[config.mk]
export PLATFORM = sky130hd
export DESIGN_NAME = rlpd_curve_mem
export DESIGN_NICKNAME = d
export VERILOG_FILES = /design/src/hdl/rlpd_pkg.sv /design/src/hdl/rlpd_curve_mem.sv
export SDC_FILE = /design/constraint.sdc
export NUM_CORES = 1
export LEC_CHECK = 0
export ABC_AREA = 1
export BUFFER_PORTS_ARGS = -buffer_cell sky130_fd_sc_hd__buf_4
export CORE_ASPECT_RATIO = 0.8
export CORE_MARGIN = 4
export CORE_UTILIZATION = 63
export DETAILED_ROUTE_END_ITERATION = 6
export PLACE_DENSITY = 0.8
export SLEW_MARGIN = 20
export SYNTH_ARGS = -nofsm -noshare
export SYNTH_HDL_FRONTEND = slang
export SYNTH_SLANG_ARGS = --single-unit
[constraint.sdc]
create_clock -name clock -period 1.9 [get_ports clock]
set_input_delay 0 -clock clock [delete_from_list [all_inputs] [get_ports clock]]
set_output_delay 0 -clock clock [all_outputs]
set_load 0.02 [all_outputs]
[src/hdl/rlpd_pkg.sv]
`default_nettype none
package rlpd_pkg;

   // operation codes carried in tuser
   typedef enum logic [1:0] {
      OP_TICK        = 2'd0,
      OP_CURVE_WRITE = 2'd1,
      OP_PACKED_LOAD = 2'd2,
      OP_SET_ALL     = 2'd3
   } op_type;

   localparam int LEVEL_W     = 8;
   localparam int FIELD_W     = 5;
   localparam int WORD_W      = 16;
   localparam int NUM_WORDS   = 4;
   localparam int GAMMA_BIT   = 15;
   localparam int COLORS      = 3;
   localparam int CURVE_DEPTH = 32;
   // curve store address: curve select on top of the entry index
   localparam int CURVE_ADDR_W = FIELD_W + 1;
   localparam int PIN_W       = 12;
   localparam logic [LEVEL_W-1:0] PHASE_TOP = 8'd254;

   // request tdata layout
   localparam int CW_LSB    = 0;
   localparam int RED_LSB   = NUM_WORDS * WORD_W;
   localparam int GREEN_LSB = RED_LSB + LEVEL_W;
   localparam int BLUE_LSB  = GREEN_LSB + LEVEL_W;
   localparam int SEL_LSB   = BLUE_LSB + LEVEL_W;
   localparam int IDX_LSB   = SEL_LSB + 1;
   localparam int VAL_LSB   = IDX_LSB + FIELD_W;
   localparam int REQ_USED_W = VAL_LSB + LEVEL_W;
   localparam int REQ_DATA_W = ((REQ_USED_W + 7) / 8) * 8;

   // response tdata layout
   localparam int PHASE_LSB  = PIN_W;
   localparam int RSP_USED_W = PIN_W + LEVEL_W;
   localparam int RSP_DATA_W = ((RSP_USED_W + 7) / 8) * 8;

   // item held between the input register and the dimmer core
   typedef struct packed {
      op_type             op;
      logic [LEVEL_W-1:0] red;
      logic [LEVEL_W-1:0] green;
      logic [LEVEL_W-1:0] blue;
   } stage_type;

endpackage
`default_nettype wire

[src/hdl/rlpd_curve_mem.sv]
`default_nettype none
module rlpd_curve_mem (
   input  wire logic                                  clock,
   input  wire logic                                  wr_en,
   input  wire logic [rlpd_pkg::CURVE_ADDR_W-1:0]     wr_addr,
   input  wire logic [rlpd_pkg::LEVEL_W-1:0]          wr_data,
   input  wire logic                                  rd_en,
   input  wire logic [rlpd_pkg::CURVE_ADDR_W-1:0]     rd_addr,
   output logic      [rlpd_pkg::LEVEL_W-1:0]          rd_data_ff
);

   // linear curve in the lower half, gamma curve in the upper half
   logic [rlpd_pkg::LEVEL_W-1:0] mem [2*rlpd_pkg::CURVE_DEPTH];

   always_ff @(posedge clock) begin
      if (wr_en) begin
         mem[wr_addr] <= wr_data;
      end
   end

   always_ff @(posedge clock) begin
      if (rd_en) begin
         rd_data_ff <= mem[rd_addr];
      end
   end

endmodule
`default_nettype wire

==> flow_summary_export.csv <==
group,metric,value,unit
detailed_routing,viasPerCell,6.15,
final_layout,diodes,0,
setup_path,crit_arrival,1.87,ns
die,die_area,37000,um^2
pwr,p_leak,8.78,nW
cts,clk_latency,0.57,ns
sta,max_slew_margin,45.7,%
run,maxCapViolations,0,
worst_hold_path,min_to,"rd_data_ff[7]$_DFFE_PP_",
sta,fin_skew,0.0223,ns
detailed_routing,drt-initial-drc-count,2369,
die,die_w,214,um
worst_hold_path,hold_class,"input port to flip-flop",
logic_synthesis,synth_top_area_share,72.9,%
final_layout,drive_gt1_share,10.8,%
logic_synthesis,syn_area_per_cell,11.9,um^2
worst_hold_path,min_path_cells,5,
logic_synthesis,ys_seq_area_share,72.9,%
die,rows,60,
pwr,power_density,964,nW/um^2
sta,hold_viol,0,
sta,whs,0.0284,ns
logic_synthesis,ys_types,15,
pwr,internal_power,17.9,mW
detailed_routing,routed_wl,51.4,mm
cts,cts.sinks,520,
worst_hold_path,min_from,"rd_addr[3]",
pwr,switchingPower,5.13,mW
die,core_area,33600,um^2
logic_synthesis,synth_top_area_cell,"edfxtp_1",
final_layout,final_cell_count_no_fill,2365,
cts,clockBufferDepth,3,
cts,root_buffer,"clkbuf_16",
global_routing,grt_pass1_vias,13900,
place,placedCellCount,2271,
setup_path,r2r-end,"rd_data_ff[6]$_DFFE_PP_",
status,outcome,"finished, final reports clean",
setup_path,rrSetupSlack,0.41,ns
logic_synthesis,synth.area.top_cells,"edfxtp_1 73%, nand2_1 11%, nand3_1 10%, buf_6 1.8%, nor2_1 0.98%",
global_routing,grt_use_total,27.6,%
sta,finalMaxSlewViolations,0,
setup_path,path_cells,"dlygate4sd3_1 -> buf_4 -> inv_1 -> nor4_1 -> dlygate4sd3_1 -> buf_4",
sta,rsz0062_at_grt,"false",
setup_path,path_max_fanout,9,
detailed_routing,drc,0,
place,io_buffer_count,30,
setup_path,slowest_stage,"dlygate4sd3_1",
place,hpwl,29.9,mm
pwr,vdd_drop_max,0.000871,V
final_layout,layout_commonest_cell,"nand2_1",
setup_path,ff2ff_path_depth,8,
pwr,power_frac_clock,37.8,%
global_routing,grt.overflow.total,0,
pwr,power,23.0,mW
pwr,netSwitchingFraction,22.2,%
sta,fin_crit,1.61,ns
sta,finalSetupTns,0,ns
place,place.gp.congestion,0.883,
setup_path,start_kind,"input port",
sta,min_period_over_period,84.5,%
setup_path,cp.required,2.16,ns
global_routing,antenna_found_initial,0,
pwr,combPwrFrac,6.8,%
final_layout,layout_common_cells,"648 x nand2_1, 520 x edfxtp_1, 439 x nand3_1",
setup_path,reg2reg_from,"mem[57][6]$_DFFE_PP_",
final_layout,fillers,2194,
global_routing,grt_pass1_wl,79.4,mm
logic_synthesis,netlist_area,21400,um^2
detailed_routing,drt_pass1_iterations,6,
cts,cts_resized,0,
die,die_h,173,um
logic_synthesis,synthesis.nets,1828,
pwr,power_frac_seq,55.4,%
die,initial_core_util,63.8,%
logic_synthesis,yosysWarnings,0,
final_layout,area_growth,11.7,%
logic_synthesis,ys_ff_latch,520,
final_layout,fin_nets,1918,
setup_path,crit_type,"input port to flip-flop",
sta,tightest_slew,0.814,ns
logic_synthesis,netlist_instances,1805,
setup_path,worstSetupEndpointType,"flip-flop",
cts,clkSlewWorstSetupHoldPaths,0.06,ns
sta,fmax,623,MHz
final_layout,post-route-util,71.3,%
detailed_routing,drtAntennaViolNets,0,
global_routing,grt_start_max_net_pins,65,
cts,htree_levels,2,
die,io_pins,31,
detailed_routing,vias,14500,
cts,numCtsBuffers,48,
cts,tritoncts,"yes",
setup_path,slowest_delay,0.58,ns
detailed_routing,post_drt_wl_per_cell,21.7,um
sta,setup_viol,0,
registers in the layout, summed over array words and instances, names as in the netlist:
register and count:
mem 512, rd_data_ff 8
how the worst max path moves through the flow:
stage | start | cells past startpoint | to
detailed placement | rd_addr[0] | 11 | rd_data_ff[7]$_DFFE_PP_
global placement | rd_addr[0] | 11 | rd_data_ff[0]$_DFFE_PP_
CTS | wr_addr[1] | 6 | mem[50][3]$_DFFE_PP_
finish | wr_addr[1] | 6 | mem[50][3]$_DFFE_PP_
floorplan | wr_en | 3 | mem[48][0]$_DFFE_PP_
global route | wr_addr[1] | 6 | mem[50][7]$_DFFE_PP_
power groups by stage:
stage               Combinational (mW)  Sequential (mW)  Clock, mW
floorplan                        0.893             13.0          0
global placement                  1.48             13.0          0
detailed placement                1.52             13.0          0
CTS                               1.54             12.8       8.79
global route                      1.69             12.8       9.32
finish                            1.57             12.8       8.72
stage by stage:
stage / setup WS, ns / instance area (um^2)
2_1_floorplan: 0.134 / 21400
3_3_place_gp: 0.276 / 22400
3_5_place_dp: 0.234 / 22400
4_1_cts: 0.341 / 23900
5_1_grt: 0.208 / 23900
6_report: 0.294 / 23900
worst max-delay path, delay by kind of cell:
kind | cells | cell delay, ns
buffers and inverters | 5 | 1.59
AND/OR/NAND/NOR | 1 | 0.27
metal layers:
metal | global-route usage (%) | wire [um]
met3 | 5.55 | 6080
met2 | 41.3 | 23200
met1 | 41.4 | 20400
met5 | 0 | 0
met4 | 9.13 | 1710
cell usage after synthesis:
cell and n:
buf_1 10, buf_2 37, buf_4 14, buf_6 35, buf_8 2, clkbuf_1 15
edfxtp_1 520, inv_1 10, inv_2 1, inv_6 1, nand2_1 648, nand3_1 439
nand4_1 9, nor2_1 56, nor4_1 8
cell families (layout without fill, tap and decap cells):
logic type,after synthesis,after routing,synth area share (%)
buffers and inverters,125,251,4.01
flip-flops,520,520,72.9
AND/OR/NAND/NOR,1160,1160,23.1
layout make-up:
type	count	area [um^2]	share of cell area [%]
Clock inverter	17	86.3	0.361
Sequential cell	520	15600	65.3
Tap cell	434	543	2.27
Clock buffer	69	1300	5.44
Inverter	12	52.6	0.220
Timing Repair Buffer	153	1370	5.74
Multi-Input combinational cell	1160	4950	20.7
repair_timing:
| item | in CTS | in global routing |
|---|---|---|
| buffers inserted | 0 | 0 |
| hold buffers | 8 | 0 |
| endpoints found under the setup margin | 0 | 0 |
| hold endpoints to repair | 72 | 0 |
No activity file was read; power rests on OpenSTA's default activity.
