File: src/hdl/rlpd_pkg.sv
`default_nettype none
package rlpd_pkg;

   // operation codes carried in tuser
   typedef enum logic [1:0] {
      OP_TICK        = 2'd0,
      OP_CURVE_WRITE = 2'd1,
      OP_PACKED_LOAD = 2'd2,
      OP_SET_ALL     = 2'd3
   } op_type;

   localparam int LEVEL_W     = 8;
   localparam int FIELD_W     = 5;
   localparam int WORD_W      = 16;
   localparam int NUM_WORDS   = 4;
   localparam int GAMMA_BIT   = 15;
   localparam int COLORS      = 3;
   localparam int CURVE_DEPTH = 32;
   // curve store address: curve select on top of the entry index
   localparam int CURVE_ADDR_W = FIELD_W + 1;
   localparam int PIN_W       = 12;
   localparam logic [LEVEL_W-1:0] PHASE_TOP = 8'd254;

   // request tdata layout
   localparam int CW_LSB    = 0;
   localparam int RED_LSB   = NUM_WORDS * WORD_W;
   localparam int GREEN_LSB = RED_LSB + LEVEL_W;
   localparam int BLUE_LSB  = GREEN_LSB + LEVEL_W;
   localparam int SEL_LSB   = BLUE_LSB + LEVEL_W;
   localparam int IDX_LSB   = SEL_LSB + 1;
   localparam int VAL_LSB   = IDX_LSB + FIELD_W;
   localparam int REQ_USED_W = VAL_LSB + LEVEL_W;
   localparam int REQ_DATA_W = ((REQ_USED_W + 7) / 8) * 8;

   // response tdata layout
   localparam int PHASE_LSB  = PIN_W;
   localparam int RSP_USED_W = PIN_W + LEVEL_W;
   localparam int RSP_DATA_W = ((RSP_USED_W + 7) / 8) * 8;

   // item held between the input register and the dimmer core
   typedef struct packed {
      op_type             op;
      logic [LEVEL_W-1:0] red;
      logic [LEVEL_W-1:0] green;
      logic [LEVEL_W-1:0] blue;
   } stage_type;

endpackage
`default_nettype wire

File: src/hdl/rlpd_core.sv
`default_nettype none
module rlpd_core #(
   parameter int NUM_LEDS = 4
) (
   input  wire logic                                           clock,
   input  wire logic                                           reset,
   input  wire logic                                           s1_valid,
   input  wire rlpd_pkg::stage_type                            s1_item,
   input  wire logic [3*NUM_LEDS-1:0][rlpd_pkg::LEVEL_W-1:0]   curve_levels,
   output logic                                                s1_ready,
   output logic                                                rsp_tvalid,
   input  wire logic                                           rsp_tready,
   output logic      [rlpd_pkg::RSP_DATA_W-1:0]                rsp_tdata
);

   localparam int NUM_CH = 3 * NUM_LEDS;
   localparam int PIN_CH = (NUM_CH < rlpd_pkg::PIN_W) ? NUM_CH : rlpd_pkg::PIN_W;

   logic [NUM_CH-1:0][rlpd_pkg::LEVEL_W-1:0] levels_ff, levels_in;
   logic [rlpd_pkg::LEVEL_W-1:0]             phase_ff, phase_in;
   logic [rlpd_pkg::PIN_W-1:0]               pins_ff, pins_in;
   logic                                     rsp_valid_ff, rsp_valid_in;
   logic [rlpd_pkg::RSP_DATA_W-1:0]          rsp_data_ff, rsp_data_in;
   logic                                     advance;

   assign s1_ready = !rsp_valid_ff || rsp_tready;
   assign advance  = s1_valid && s1_ready;

   always_comb begin
      levels_in = levels_ff;
      phase_in  = phase_ff;
      pins_in   = pins_ff;
      case (s1_item.op)
         rlpd_pkg::OP_TICK: begin
            if (phase_ff == rlpd_pkg::PHASE_TOP) begin
               phase_in = '0;
            end else begin
               phase_in = phase_ff + 1'b1;
            end
            // pin low (led on) while level is above the new phase
            pins_in = '0;
            for (int ch = 0; ch < PIN_CH; ch++) begin
               pins_in[ch] = !(levels_ff[ch] > phase_in);
            end
         end
         rlpd_pkg::OP_PACKED_LOAD: begin
            levels_in = curve_levels;
         end
         rlpd_pkg::OP_SET_ALL: begin
            for (int k = 0; k < NUM_LEDS; k++) begin
               levels_in[3*k]     = s1_item.red;
               levels_in[3*k + 1] = s1_item.green;
               levels_in[3*k + 2] = s1_item.blue;
            end
         end
         default: begin
            // curve writes were done at the input side
         end
      endcase
   end

   always_comb begin
      rsp_valid_in = rsp_valid_ff;
      rsp_data_in  = rsp_data_ff;
      if (advance) begin
         rsp_valid_in = 1'b1;
         rsp_data_in  = '0;
         rsp_data_in[rlpd_pkg::PIN_W-1:0] = pins_in;
         rsp_data_in[rlpd_pkg::PHASE_LSB +: rlpd_pkg::LEVEL_W] = phase_in;
      end else if (rsp_tready) begin
         rsp_valid_in = 1'b0;
      end
   end

   always_ff @(posedge clock) begin
      if (reset) begin
         levels_ff    <= '0;
         phase_ff     <= '0;
         pins_ff      <= '1;
         rsp_valid_ff <= 1'b0;
      end else begin
         if (advance) begin
            levels_ff <= levels_in;
            phase_ff  <= phase_in;
            pins_ff   <= pins_in;
         end
         rsp_valid_ff <= rsp_valid_in;
      end
   end

   always_ff @(posedge clock) begin
      rsp_data_ff <= rsp_data_in;
   end

   assign rsp_tvalid = rsp_valid_ff;
   assign rsp_tdata  = rsp_data_ff;

endmodule
`default_nettype wire

File: config.mk
export PLATFORM = sky130hd
export DESIGN_NAME = rlpd_core
export DESIGN_NICKNAME = d
export VERILOG_FILES = /design/src/hdl/rlpd_pkg.sv /design/src/hdl/rlpd_core.sv
export SDC_FILE = /design/constraint.sdc
export NUM_CORES = 1
export LEC_CHECK = 0
export ABC_AREA = 1
export BUFFER_PORTS_ARGS = -buffer_cell sky130_fd_sc_hd__buf_2
export CAP_MARGIN = 10
export CORE_UTILIZATION = 45
export CTS_CLUSTER_SIZE = 20
export DETAILED_ROUTE_END_ITERATION = 12
export PLACE_DENSITY = 0.67
export SYNTH_ARGS = -nofsm -noshare
export SYNTH_HDL_FRONTEND = slang
export SYNTH_SLANG_ARGS = --single-unit
File: constraint.sdc
create_clock -name clock -period 3.5 [get_ports clock]
set_input_delay 0.35 -clock clock [delete_from_list [all_inputs] [get_ports clock]]
set_output_delay 0.35 -clock clock [all_outputs]
set_load 0.01 [all_outputs]
==> results.yml, run 1 <==
outcome:
  outcome: "complete, no violations"
clocking:
  cts_max_level: 4
  clk_pin_slew_worst_paths_ns: 0.06
  cts-root-buf: "clkbuf_16"
  cts_resized: 0
  post_cts_buffers: 0
  cts_hold_buffers: 0
  cts_buffer_depth: 2
  clock_latency_ns: 0.43
  cts_tree: "built"
  numCtsBuffers: 17
  cts.sinks: 137
sta:
  tightest_slew_ns: 1.12
  rsz0062_at_grt: "no"
  slew_headroom: 0.256
  hold_viol_final: 0
  min_period_ns: 2.70
  setup_viol: 0
  fmax_mhz: 370
  setup_tns_ns: 0
  fin_crit_sh: 0.772
  slew_viol_final: 0
  clock_skew_ns: 0.00976
place:
  gp_congestion: 0.865
  port_buffers: 147
  dp_hpwl_microns: 17700
  placed_area_sq_um: 9050
pwr:
  p_per_area_nw_per_um2: 462
  ir_drop_mv: 0.366
  leakagePower_nw: 4.78
routing:
  postRouteAntennaNets: 0
  drtPass1Iterations: 5
  num_vias: 7998
  wl_per_cell_microns: 16.6
  vias_per_cell: 5.30
  finalWirelength_microns: 25100
  drc: 0
  drtIter0Drc: 568
setup_path:
  r2r_cells: 14
  required_ns: 3.75
  end_kind: "flip-flop"
  start_kind: "flip-flop"
  r2r_slack_ns: 0.80
  worstSetupPathType: "reg -> reg"
  rr_endpoint: "rsp_tdata[0]$_DFFE_PP_"
  crit_chain: "inv_1 > ha_1 > nand2_1 > nor2_1 > nand2_1 > nand2_1 > buf_4 > ha_1 > nand2_1 > inv_1 > nand4_1 > nand2_1 > inv_1 > a21boi_0"
  crit_top_cell: "nand2_1"
  critPathArrivalTime_ns: 2.95
  r2r-start: "phase_ff[0]$_SDFFE_PP0P_"
  cp_slowest_stage_delay_ns: 0.39
  cp_max_fo: 13
  critical_path.slowest_cell: "dfxtp_1"
yosys:
  syn_area_sq_um: 8100
  synth-seq-area-share: 0.363
  synthDistinctLibCells: 23
  yosys.area.top_type: "dfxtp_1"
  syn_avg_cell_area_sq_um: 7.10
  ys_seq_elements: 137
  yosysWarningCount: 0
  syn-instance-count: 1142
  ys_top_cells_by_area: "dfxtp_1 (29%), a21oi_1 (17%), ha_1 (15%)"
  synth_top_area_frac: 0.289
die:
  die-height_microns: 136
  core_area_sq_um: 17400
  fp-row-count: 48
  ioPinCount: 152
  start_util: 0.465
  dieArea_sq_um: 18500
  die_w_microns: 136
hold_path:
  hp-class: "in -> reg"
  min_from: "s1_valid"
  whs_endpoint: "rsp_tvalid$_SDFFE_PP0P_"
  hold_path_depth: 3
grt:
  grt_max_degree: 99
  grt_usage: 0.279
  gr-total-overflow: 0
  antenna_found_initial: 0
  grt_pass1_vias: 7361
  grt_pass1_wl_microns: 38300
cells_and_area:
  fin_area_sq_um: 9630
  final_nets: 1495
  diodes: 0
  area_delta_synth_final_pct: 18.9
  drive_above_1_share: 0.157
  fin_util: 0.553
run:
  cap_violations: 0
## placed cells by master, fill, tap and decap left out, drive strengths merged
cell	instances
a21boi	2
o21ai	9
clkinv	5
clkbuf	24
nor2	139
ha	98
edfxtp	20
or2	2
a21oi	270
o211ai	2
o21a	12
nand4	7
dfxtp	117
nand2	297
inv	84
bufinv	2
conb	4
buf	165
nand3	25
## cell families after synthesis
family,share of synthesized area
AOI/OAI and AO/OA,0.188
adders and majority gates,0.151
buffers and inverters,0.0718
DFF,0.363
other,0.000463
and+or+nand+nor,0.226
## stage by stage
stage                     power (W)  instances  setup slack [ns]  hold WS, ns
after global placement      0.00264       1477             0.939        0.443
after global routing        0.00467       1509             0.541        0.246
after detailed placement    0.00267       1477             0.824        0.454
after CTS                   0.00447       1509             0.798        0.229
final                       0.00445       1509             0.799        0.240
after floorplan             0.00236       1145              1.12        0.433
## sequential cells by signal, summed over array words and instances, names as in the netlist
| signal | cells |
|---|---|
| levels_ff | 96 |
| phase_ff | 8 |
| pins_ff | 12 |
| rsp_tdata | 20 |
| rsp_tvalid | 1 |
## power breakdown
group | leakage (nW) | switching (W) | total [W] | internal [W]
Clock | 0.294 | 0.000686 | 0.00180 | 0.00112
Combinational | 3.34 | 0.000561 | 0.000896 | 0.000335
Sequential | 1.14 | 0.0000582 | 0.00175 | 0.00170
Total | 4.78 | 0.00131 | 0.00445 | 0.00315
## synthesized netlist by cell type (all sizes together)
cell	number
a21oi	270
o21a	12
inv	83
nor2	139
nand2	297
conb	1
edfxtp	20
o21ai	9
o211ai	2
clkbuf	26
dfxtp	117
a21boi	2
nand3	25
nand4	7
buf	32
ha	98
or2	2
## critical path: cells and delay by family, from the launching register on
| family | cells | cell delay, ns |
|---|---|---|
| buffers and inverters | 4 | 0.50 |
| flip-flops | 1 | 0.39 |
| AO/OA/AOI/OAI | 1 | 0.20 |
| adder cells (fa/ha/maj) | 2 | 0.49 |
| AND/OR/NAND/NOR | 7 | 0.94 |
## cell type report
class / count / area [sq um]
Fill cell: 1701 / 7780
Multi-Input combinational cell: 867 / 4600
Sequential cell: 137 / 2940
Timing Repair Buffer: 165 / 911
Clock buffer: 24 / 492
Inverter: 83 / 312
Tap cell: 225 / 282
Clock inverter: 8 / 91.3
## worst max path at each step
| stage | endpoint | slack (ns) | start | depth (start not counted) |
|---|---|---|---|---|
| finish | rsp_tdata[0]$_DFFE_PP_ | 0.80 | phase_ff[0]$_SDFFE_PP0P_ | 14 |
| global route | rsp_tdata[10]$_DFFE_PP_ | 0.54 | phase_ff[0]$_SDFFE_PP0P_ | 12 |
| CTS | rsp_tdata[3]$_DFFE_PP_ | 0.80 | phase_ff[0]$_SDFFE_PP0P_ | 15 |
| detailed placement | rsp_tdata[3]$_DFFE_PP_ | 0.82 | phase_ff[0]$_SDFFE_PP0P_ | 15 |
| global placement | rsp_tdata[10]$_DFFE_PP_ | 0.94 | phase_ff[0]$_SDFFE_PP0P_ | 12 |
| floorplan | rsp_tdata[0]$_DFFE_PP_ | 1.12 | phase_ff[0]$_SDFFE_PP0P_ | 14 |
## routing by layer
metal  GRT usage  share of wire  wire length (microns)  vias to the layer above
met1       0.363           0.45                  11300                     3641
met4       0.124          0.033                    832                        0
met5           0              0                      0                        -
met3      0.0518          0.060                   1490                       50
li1            -              -                      -                     4031
met2       0.448           0.46                  11400                      276
Power figures use the tool's default switching activity.
==> inputs of run 2 (changes only) <==
==> constraint.sdc (replaced) <==
create_clock -name clock -period 2.5 [get_ports clock]
set_input_delay 0.25 -clock clock [delete_from_list [all_inputs] [get_ports clock]]
set_output_delay 0.25 -clock clock [all_outputs]
set_load 0.01 [all_outputs]
==> results.yml, run 2 (synthesis results as in run 1) <==
clocking:
  clock_latency_ns: 0.44
  clk_pin_slew_worst_paths_ns: 0.06
  cts_buffer_depth: 2
  cts_hold_buffers: 0
  cts_tree: "built"
  cts.sinks: 137
  cts_max_level: 4
  numCtsBuffers: 17
  cts-root-buf: "clkbuf_16"
sta:
  slew_headroom: 0.496
  hold_viol_final: 0
  setup_viol: 0
  fin_crit_sh: 0.920
  min_period_ns: 2.30
  rsz0062_at_grt: "no"
  setup_tns_ns: 0
  whs_ns: 0.142
  tightest_slew_ns: 0.755
  slew_viol_final: 0
  fmax_mhz: 435
  clock_skew_ns: 0.0123
grt:
  antenna_found_initial: 0
  grt_max_degree: 97
  grt_pass1_vias: 7423
  grt_usage: 0.284
  grt_pass1_wl_microns: 38600
  gr-total-overflow: 0
die:
  dieArea_sq_um: 18500
  die_w_microns: 136
  ioPinCount: 152
  die-height_microns: 136
  start_util: 0.465
  fp-row-count: 48
  core_area_sq_um: 17400
cells_and_area:
  most-common-layout-cells: "nand2_1 (294), a21oi_1 (269), buf_2 (146)"
  diodes: 0
  final_common_cell: "nand2_1"
  top_register: "levels_ff"
  area_delta_synth_final_pct: 20.9
  fin_util: 0.562
  final_nets: 1508
  final_cells: 1522
  drive_above_1_share: 0.173
  fillCellCount: 1678
  largest_reg_flops: 96
setup_path:
  r2r_cells: 15
  rr_endpoint: "rsp_tdata[3]$_DFFE_PP_"
  worstSetupPathType: "reg -> reg"
  critical_path.slowest_cell: "dfxtp_1"
  crit_top_cell: "nand2_1"
  critPathArrivalTime_ns: 2.58
  critPathTopFamily: "simple AND/OR/NAND/NOR gates"
  crit_chain: "buf_4 > ha_4 > nand2_1 > nor2_2 > nand2_1 > nand2_2 > nand3_2 > buf_6 > ha_1 > nand2_1 > nor2_2 > nand4_1 > nand2_1 > inv_1 > a21boi_1"
  r2r-start: "phase_ff[0]$_SDFFE_PP0P_"
  cp_slowest_stage_delay_ns: 0.33
  end_kind: "flip-flop"
  start_kind: "flip-flop"
  cp_max_fo: 6
  worstPathBufferInverterCount: 3
  r2r_slack_ns: 0.20
  required_ns: 2.78
routing:
  vias_per_cell: 5.27
  postRouteAntennaNets: 0
  drc: 0
  drtPass1Iterations: 5
  num_vias: 8019
  drtIter0Drc: 579
  finalWirelength_microns: 25400
  wl_per_cell_microns: 16.7
pwr:
  ir_drop_mv: 0.502
  total_power_w: 0.00616
  p_per_area_nw_per_um2: 629
  leakagePower_nw: 4.83
place:
  dp_hpwl_microns: 18000
  gp_congestion: 0.880
  port_buffers: 147
  dp_cells: 1488
hold_path:
  hold_path_depth: 3
  whs_endpoint: "rsp_tvalid$_SDFFE_PP0P_"
  hp-class: "in -> reg"
  min_from: "s1_valid"
run:
  cap_violations: 0
outcome:
  outcome: "complete, no violations"
==> run 2: cell types whose count changed in the layout (fill, tap and decap cells not counted), sizes merged <==
cell      change
buf          +12
bufinv        -2
clkbuf        -4
clkinv        +4
clkinvlp      +2
nand2         +1
==> run 2: how the worst max path moves through the flow <==
stage	startpoint	end	slack (ns)	depth (start not counted)
floorplan	phase_ff[0]$_SDFFE_PP0P_	rsp_tdata[0]$_DFFE_PP_	0.12	14
global placement	phase_ff[1]$_SDFFE_PP0P_	rsp_tdata[7]$_DFFE_PP_	0.20	11
detailed placement	phase_ff[0]$_SDFFE_PP0P_	rsp_tdata[3]$_DFFE_PP_	0.07	14
CTS	phase_ff[1]$_SDFFE_PP0P_	rsp_tdata[3]$_DFFE_PP_	0.07	14
global route	phase_ff[0]$_SDFFE_PP0P_	rsp_tdata[9]$_DFFE_PP_	0.01	12
finish	phase_ff[0]$_SDFFE_PP0P_	rsp_tdata[3]$_DFFE_PP_	0.20	15
==> run 2: metal layers <==
layer  track usage  share of wire  vias to the layer above
met5             0              0                        -
met4         0.112          0.030                        0
met3        0.0518          0.059                       48
met2         0.470           0.47                      266
met1         0.362           0.44                     3640
li1              -              -                     4065
==> run 2: per-stage QoR <==
step	setup slack [ns]	area [sq um]
finish	0.201	9790
global route	0.0139	9790
CTS	0.0672	9740
detailed placement	0.0683	9170
global placement	0.201	9170
floorplan	0.123	8110
==> run 2: cell type report <==
| type | count | area (sq um) | share of cell area |
|---|---|---|---|
| timing repair buffer | 177 | 1040 | 0.106 |
| multi-input combinational | 868 | 4640 | 0.474 |
| clock inverter | 12 | 91.3 | 0.00933 |
| inverter | 83 | 312 | 0.0318 |
| clock buffer | 20 | 479 | 0.0489 |
| sequential | 137 | 2940 | 0.301 |
| tap | 225 | 282 | 0.0287 |
==> run 2: what timing repair did <==
item                       in CTS  in global routing
gates resized for setup         0                 16
setup endpoints to repair       0                 24
setup buffers                   0                  0
==> run 2: power breakdown <==
group	internal (W)	total, W	switching (W)
registers	0.00237	0.00246	0.0000835
clock network	0.00139	0.00242	0.00103
logic	0.000496	0.00128	0.000789
==> run 2: worst min-delay path: cells and delay by family <==
kind | cells | cell delay (ns)
buffers and inverters | 2 | 0.13
AO/OA/AOI/OAI | 1 | 0.15
